### config.mk
export PLATFORM = sky130hd
export DESIGN_NAME = mpp_predict
export DESIGN_NICKNAME = d
export VERILOG_FILES = /design/src/rtl/mpp_pkg.sv /design/src/rtl/mpp_predict.sv
export SDC_FILE = /design/constraint.sdc
export NUM_CORES = 1
export LEC_CHECK = 0
export ABC_AREA = 0
export ABC_CLOCK_PERIOD_IN_PS = 7520
export BUFFER_PORTS_ARGS = -buffer_cell sky130_fd_sc_hd__buf_2
export CAP_MARGIN = 20
export CORE_MARGIN = 2
export CORE_UTILIZATION = 38
export DETAILED_ROUTE_END_ITERATION = 8
export PLACE_DENSITY = 0.69
export SETUP_SLACK_MARGIN = 0.2
export SLEW_MARGIN = 20
export SYNTH_ARGS = -nofsm -noshare
export SYNTH_HDL_FRONTEND = slang
export SYNTH_SLANG_ARGS = --single-unit
### constraint.sdc
create_clock -name vclk -period 7.52
set_input_delay 1.504 -clock vclk [all_inputs]
set_output_delay 1.504 -clock vclk [all_outputs]
set_load 0.1 [all_outputs]
### src/rtl/mpp_pkg.sv
// ----------------------------------------------------------------------------
// mpp_pkg
// Shared codes and register layout of the median edge detector predictor.
// ----------------------------------------------------------------------------
package mpp_pkg;

  // configuration port layout
  localparam int CFG_INDEX_W  = 2;
  localparam int CFG_DATA_W   = 16;
  localparam int WIDTH_REG_W  = 13;
  localparam int HEIGHT_REG_W = 16;

  typedef enum logic [CFG_INDEX_W-1:0] {
    CFG_MODE   = 2'd0,
    CFG_WIDTH  = 2'd1,
    CFG_HEIGHT = 2'd2
  } cfg_index_t;

  localparam logic                    MODE_ENCODE  = 1'b0;
  localparam logic                    MODE_DECODE  = 1'b1;
  localparam logic [WIDTH_REG_W-1:0]  WIDTH_RESET  = 13'd4096;
  localparam logic [HEIGHT_REG_W-1:0] HEIGHT_RESET = 16'd1;

endpackage

### src/rtl/mpp_predict.sv
// ----------------------------------------------------------------------------
// mpp_predict
// MED prediction from left, above and upper-left neighbors, then residual
// (encode) or clamped reconstruction (decode).
// ----------------------------------------------------------------------------
module mpp_predict #(
  parameter int SAMPLE_BITS = 8
) (
  input  logic                   mode,
  input  logic [SAMPLE_BITS-1:0] a,
  input  logic [SAMPLE_BITS-1:0] b,
  input  logic [SAMPLE_BITS-1:0] c,
  input  logic [SAMPLE_BITS:0]   d,
  output logic [SAMPLE_BITS-1:0] x,
  output logic [SAMPLE_BITS:0]   res,
  output logic                   err
);
  import mpp_pkg::*;

  localparam logic [SAMPLE_BITS-1:0] SMAX = '1;

  logic [SAMPLE_BITS-1:0] mx;
  logic [SAMPLE_BITS-1:0] mn;
  logic [SAMPLE_BITS-1:0] p;
  logic [SAMPLE_BITS+1:0] grad;
  logic [SAMPLE_BITS+1:0] recon;

  always_comb begin
    mx   = (a > b) ? a : b;
    mn   = (a < b) ? a : b;
    // a + b - c lies between min and max here, so the low bits are exact
    grad = {2'b00, a} + {2'b00, b} - {2'b00, c};
    if (c >= mx) begin
      p = mn;
    end else if (c <= mn) begin
      p = mx;
    end else begin
      p = grad[SAMPLE_BITS-1:0];
    end
  end

  always_comb begin
    recon = {d[SAMPLE_BITS], d} + {2'b00, p};
    err   = 1'b0;
    if (mode == MODE_DECODE) begin
      if (recon[SAMPLE_BITS+1]) begin
        x   = '0;
        err = 1'b1;
      end else if (recon[SAMPLE_BITS]) begin
        x   = SMAX;
        err = 1'b1;
      end else begin
        x = recon[SAMPLE_BITS-1:0];
      end
      res = {1'b0, x};
    end else begin
      // negative samples are taken as zero
      x   = d[SAMPLE_BITS] ? '0 : d[SAMPLE_BITS-1:0];
      res = {1'b0, x} - {1'b0, p};
    end
  end

endmodule

# Yosys cells after proc, flatten, opt, wreduce, memory -nomap -nowiden
# Cells that the tools add are included.
# totals
ff_bits	0
latch_bits	0
ramBits	0
rom_bits	0
inputBits	34
elab_cells	20
n_memories	0
# op_classes
addsub	4
n_mul	0
div	0
n_lt_le_gt_ge	4
eq_ne	0
shift	0
mux	12
bitwise	0
n_reduce_logical	0
# op_table
operator	n
8-bit 2-to-1 mux	8
9-bit by 9-bit adder with 10-bit output	1
9-bit 2-to-1 mux	1
8-bit by 8-bit subtractor with 9-bit output	1
8-bit adder	1
8-bit greater-or-equal comparator	1
8-bit > comparator	1
8-bit less-or-equal comparator	1
8-bit less-than comparator	1
8-bit subtractor	1
1-bit 2-to-1 mux	3

# Longest topological paths before layout
# logic_depth
depth_word	9
ltp_mapped	26

# Worst setup path after synthesis
# Ideal clock, no wire load.
# synth_path
kind	in2out
startpoint	in b[1]
endpoint	out res[8]
t_arrival_ns	10.250
required_time_ns	6.016
setup_slack_ns	-4.234
path_stages	26
path_buffers	2
cell_sequence	inv_1 -> ha_1 -> nor2b_1 -> o211ai_2 -> a21o_1 -> buf_2 -> and2_1 -> buf_2 -> o21ai_1 -> inv_1 -> ha_1 -> and3_1 -> a221o_1 -> o211ai_2 -> nor2_1 -> nor2_1 -> a22o_1 -> ha_1 -> inv_1 -> fa_1 -> a21o_1 -> a21oi_1 -> o21bai_1 -> a21oi_1 -> nor2_1 -> a2111oi_0
# synth_via
elab_chain_cells	7
word_cells_on_any_way	12
classes_between	add/sub (3); order compare (4); mux (5)
# synth_rtl
item	line	rtl
start: declaration	mpp_predict.sv:11	input logic [SAMPLE_BITS-1:0] b,
8-bit less-than comparator	mpp_predict.sv:30	mn = (a < b) ? a : b;
8-bit 2-to-1 mux	mpp_predict.sv:30	
8-bit less-or-equal comparator	mpp_predict.sv:35	end else if (c <= mn) begin
8-bit 2-to-1 mux	mpp_predict.sv:35	
8-bit 2-to-1 mux *	mpp_predict.sv:33	if (c >= mx) begin
8-bit by 8-bit subtractor with 9-bit output *	mpp_predict.sv:59	res = {1'b0, x} - {1'b0, p};
9-bit 2-to-1 mux *	mpp_predict.sv:45	if (mode == MODE_DECODE) begin
end: declaration	mpp_predict.sv:15	output logic [SAMPLE_BITS:0] res,
# Every way passes the cells marked *; elsewhere a longest branch is shown, timed or not.

# Worst setup path after layout
# layout_path
startpoint	in b[1]
endpoint	out x[7]
# layout_via
elab_chain_cells	9
word_cells_on_any_way	14
classes_between	add/sub (3); order compare (4); mux (7)
# layout_rtl
item	line	rtl
8-bit less-than comparator	mpp_predict.sv:30	
8-bit 2-to-1 mux	mpp_predict.sv:30	
8-bit less-or-equal comparator	mpp_predict.sv:35	
8-bit 2-to-1 mux	mpp_predict.sv:35	
8-bit 2-to-1 mux *	mpp_predict.sv:33	
9-bit by 9-bit adder with 10-bit output *	mpp_predict.sv:43	recon = {d[SAMPLE_BITS], d} + {2'b00, p};
8-bit 2-to-1 mux	mpp_predict.sv:49	end else if (recon[SAMPLE_BITS]) begin
8-bit 2-to-1 mux *	mpp_predict.sv:46	if (recon[SAMPLE_BITS+1]) begin
8-bit 2-to-1 mux *	mpp_predict.sv:45	
end: declaration	mpp_predict.sv:14	output logic [SAMPLE_BITS-1:0] x,
# Marks and branches as above.

==> reports/qor.yml <==
power_and_ir_drop:
  p_total_mw: 1.60
  power.leakage_nw: 2.26
  max-vdd-ir-drop_v: 0.000408
  pwr_density_cell_nw_per_um2: 321
drt:
  drt-pass1-iter-count: 5
  drt_wl_total_um: 12300
  drt_iter0_drc: 281
  drt-vias-per-instance: 6.11
  vias: 3565
  detail_route.drc_violations: 0
  antenna_violating_nets_post_route: 0
  route.detailed.wl_per_inst_um: 21.0
place:
  gp_routability_congestion: 0.884
  portBuffers: 52
  hpwlAfterDp_um: 7210
final_layout:
  layout-area-overhead-vs-synth_pct: 102
  sequential_cell_area_sq_um: 0
  n_antenna_cell: 0
  nClkBuffers: 0
  layout-drive-gt1-share: 0.599
  sequential_cell_count_of_the_final_layout: 0
  design.final.nets: 600
grt:
  maximum_number_of_pins_on_one_net_before_global_route_repair: 14
  grt_pass1_vias: 3506
  wire_length_of_the_first_global_routing_pass_um: 16200
  antenna_found_initial: 0
  globalRouteOverflowTotal: 0
  gr-usage-all-layers: 0.272
setup_path:
  setup.worst_path.class: "input pin to primary output"
  highest_fanout_seen_on_the_critical_path: 4
  worst_ep_required_time_ns: 6.02
  worst_path_max_delay_cell: "sky130_fd_sc_hd__a221o_1"
  timing.critical_path.slowest_cell_delay_ns: 0.43
  worst_setup_path_end_kind: "primary output"
  crit_path_frequent_cell: "sky130_fd_sc_hd__buf_4"
  worstSetupStartpointType: "input pin"
  arrival_ns: 6.49
synthesis:
  yosysSeqAreaShare: 0
  synthCells: 336
  synthTopCellsByArea: "sky130_fd_sc_hd__ha_1, sky130_fd_sc_hd__fa_1, sky130_fd_sc_hd__inv_1"
  synth_area_sq_um: 2450
  synth.distinct_cells: 50
  synthDominantAreaCellType: "sky130_fd_sc_hd__ha_1"
  post_synth.cell_area_avg_sq_um: 7.31
  synthesis.nets: 428
  total_of_warnings_raised_by_yosys: 0
  synth_top_area_frac: 0.250
outcome:
  outcome: "finished with violations"
  violations: "negative setup slack"
floorplan:
  cell_row_count: 29
  floorplan.core_area_sq_um: 6310
  floorplan.io_pins: 52
  die_height_um: 84.4
  die_x_um: 84.4
  initial_utilization: 0.389
  area_of_the_die_sq_um: 7120
timing:
  hold_viol: 0
  timing.hold.ws_ns: 3.53
  maxClockFrequency_mhz: 125
  drv_slew: 0
  post-route-period-util: 1.06
  grt_setup_unrepaired: "true"
  worstMarginPinSlew_ns: 0.572
  timing.final.crit_period_ns: 7.99
  finalWorstSetupSlack_ns: -0.469
  timing.slew.headroom: 0.619
  finalSetupViolations: 18
run:
  drv.max_cap_violation_count: 0
hold_path:
  holdCritPathClass: "input pin to primary output"
clocking:
  cts_hold_repair.buffers: 0
==> synth_stat cells (3+ instances only) <==
library cell / count
sky130_fd_sc_hd__a21o_1: 10
sky130_fd_sc_hd__xnor2_1: 15
sky130_fd_sc_hd__and2_1: 6
sky130_fd_sc_hd__ha_1: 49
sky130_fd_sc_hd__o21bai_1: 3
sky130_fd_sc_hd__nor3_1: 3
sky130_fd_sc_hd__inv_1: 44
sky130_fd_sc_hd__nor2_1: 23
sky130_fd_sc_hd__nand4_1: 3
sky130_fd_sc_hd__a21oi_1: 32
sky130_fd_sc_hd__nand3_1: 16
sky130_fd_sc_hd__o21a_1: 6
sky130_fd_sc_hd__xor2_1: 4
sky130_fd_sc_hd__a21bo_1: 5
sky130_fd_sc_hd__o21ai_1: 9
sky130_fd_sc_hd__o21ai_0: 24
sky130_fd_sc_hd__nand2b_1: 6
sky130_fd_sc_hd__nor2b_1: 10
sky130_fd_sc_hd__nand2_1: 8
sky130_fd_sc_hd__mux2i_1: 3
sky130_fd_sc_hd__a2bb2oi_1: 3
sky130_fd_sc_hd__fa_1: 9
sky130_fd_sc_hd__buf_2: 3
sky130_fd_sc_hd__o2bb2ai_1: 3
sky130_fd_sc_hd__o211ai_1: 4
==> metrics by stage <==
stage	worst slack [ns]	utilization	area [sq um]	instances	TNS [ns]
2_1_floorplan	-0.434	-	2780	336	-1.01
3_3_place_gp	-0.455	0.642	4050	551	-5.98
3_5_place_dp	-0.591	0.642	4050	551	-8.44
4_1_cts	-0.130	0.727	4590	569	-1.41
5_1_grt	-0.549	0.787	4970	583	-8.85
6_report	-0.469	0.787	4970	583	-6.81
==> report_power, final <==
part	switching (mW)	leakage, nW	total [mW]	internal, mW
Sequential	0	0	0	0
Clock	0	0	0	0
Combinational	0.900	2.26	1.60	0.696
Total	0.900	2.26	1.60	0.696
==> cell families (layout without fill, tap and decap cells) <==
logic type | Yosys count | in the layout | share of synthesized area
AOI/OAI and AO/OA | 124 | 124 | 0.341
and+or+nand+nor | 78 | 78 | 0.159
adders and majority gates | 58 | 58 | 0.323
buffers and inverters | 51 | 221 | 0.0810
xor gates and xnor gates | 20 | 20 | 0.0744
muxes | 5 | 5 | 0.0214
==> layout make-up <==
type                       count  area [sq um]
multi-input combinational    285          3080
inverter                      45           186
fill                         370          1340
timing repair buffer         176          1600
tap                           77          96.3
==> critical path, delay by kind of cell <==
family | cells | cell delay, ns
adder cells (fa/ha/maj) | 3 | 0.61
AO/OA/AOI/OAI | 12 | 2.51
buffers and inverters | 11 | 1.27
AND/OR/NAND/NOR | 2 | 0.25
multiplexers | 1 | 0.31
==> cells in the final DEF (no fill, tap or decap), types with 8 or more instances in the layout <==
| cell type | Yosys | final |
|---|---|---|
| sky130_fd_sc_hd__inv_1 | 44 | 32 |
| sky130_fd_sc_hd__buf_12 | 0 | 19 |
| sky130_fd_sc_hd__ha_4 | 0 | 18 |
| sky130_fd_sc_hd__buf_6 | 0 | 22 |
| sky130_fd_sc_hd__nor2_1 | 23 | 16 |
| sky130_fd_sc_hd__a21oi_2 | 1 | 14 |
| sky130_fd_sc_hd__xnor2_1 | 15 | 14 |
| sky130_fd_sc_hd__a21oi_1 | 32 | 15 |
| sky130_fd_sc_hd__ha_1 | 49 | 30 |
| sky130_fd_sc_hd__nor2b_1 | 10 | 9 |
| sky130_fd_sc_hd__buf_2 | 3 | 24 |
| sky130_fd_sc_hd__buf_4 | 1 | 108 |
| sky130_fd_sc_hd__inv_2 | 1 | 10 |
| sky130_fd_sc_hd__a21o_1 | 10 | 8 |
| sky130_fd_sc_hd__o21ai_4 | 0 | 14 |
| sky130_fd_sc_hd__o21ai_2 | 0 | 10 |
| sky130_fd_sc_hd__nand3_1 | 16 | 11 |
==> final timing paths <==
check | to | depth (start not counted) | slack, ns | start
hold / removal | x[0] | 4 | 3.53 | d[0]
setup / recovery | x[7] | 29 | -0.47 | b[1]
==> what timing repair did <==
item / in CTS / in global routing
gates resized for setup: 81 / 57
setup buffers: 18 / 14
setup endpoints to repair: 18 / 18
pin swaps: 32 / 42
==> per-layer routing <==
metal,GRT usage,part of all wire
met1,0.335,0.39
met2,0.522,0.48
met3,0.00885,0.071
met4,0.0577,0.062
met5,0,0
Power figures use the tool's default switching activity.
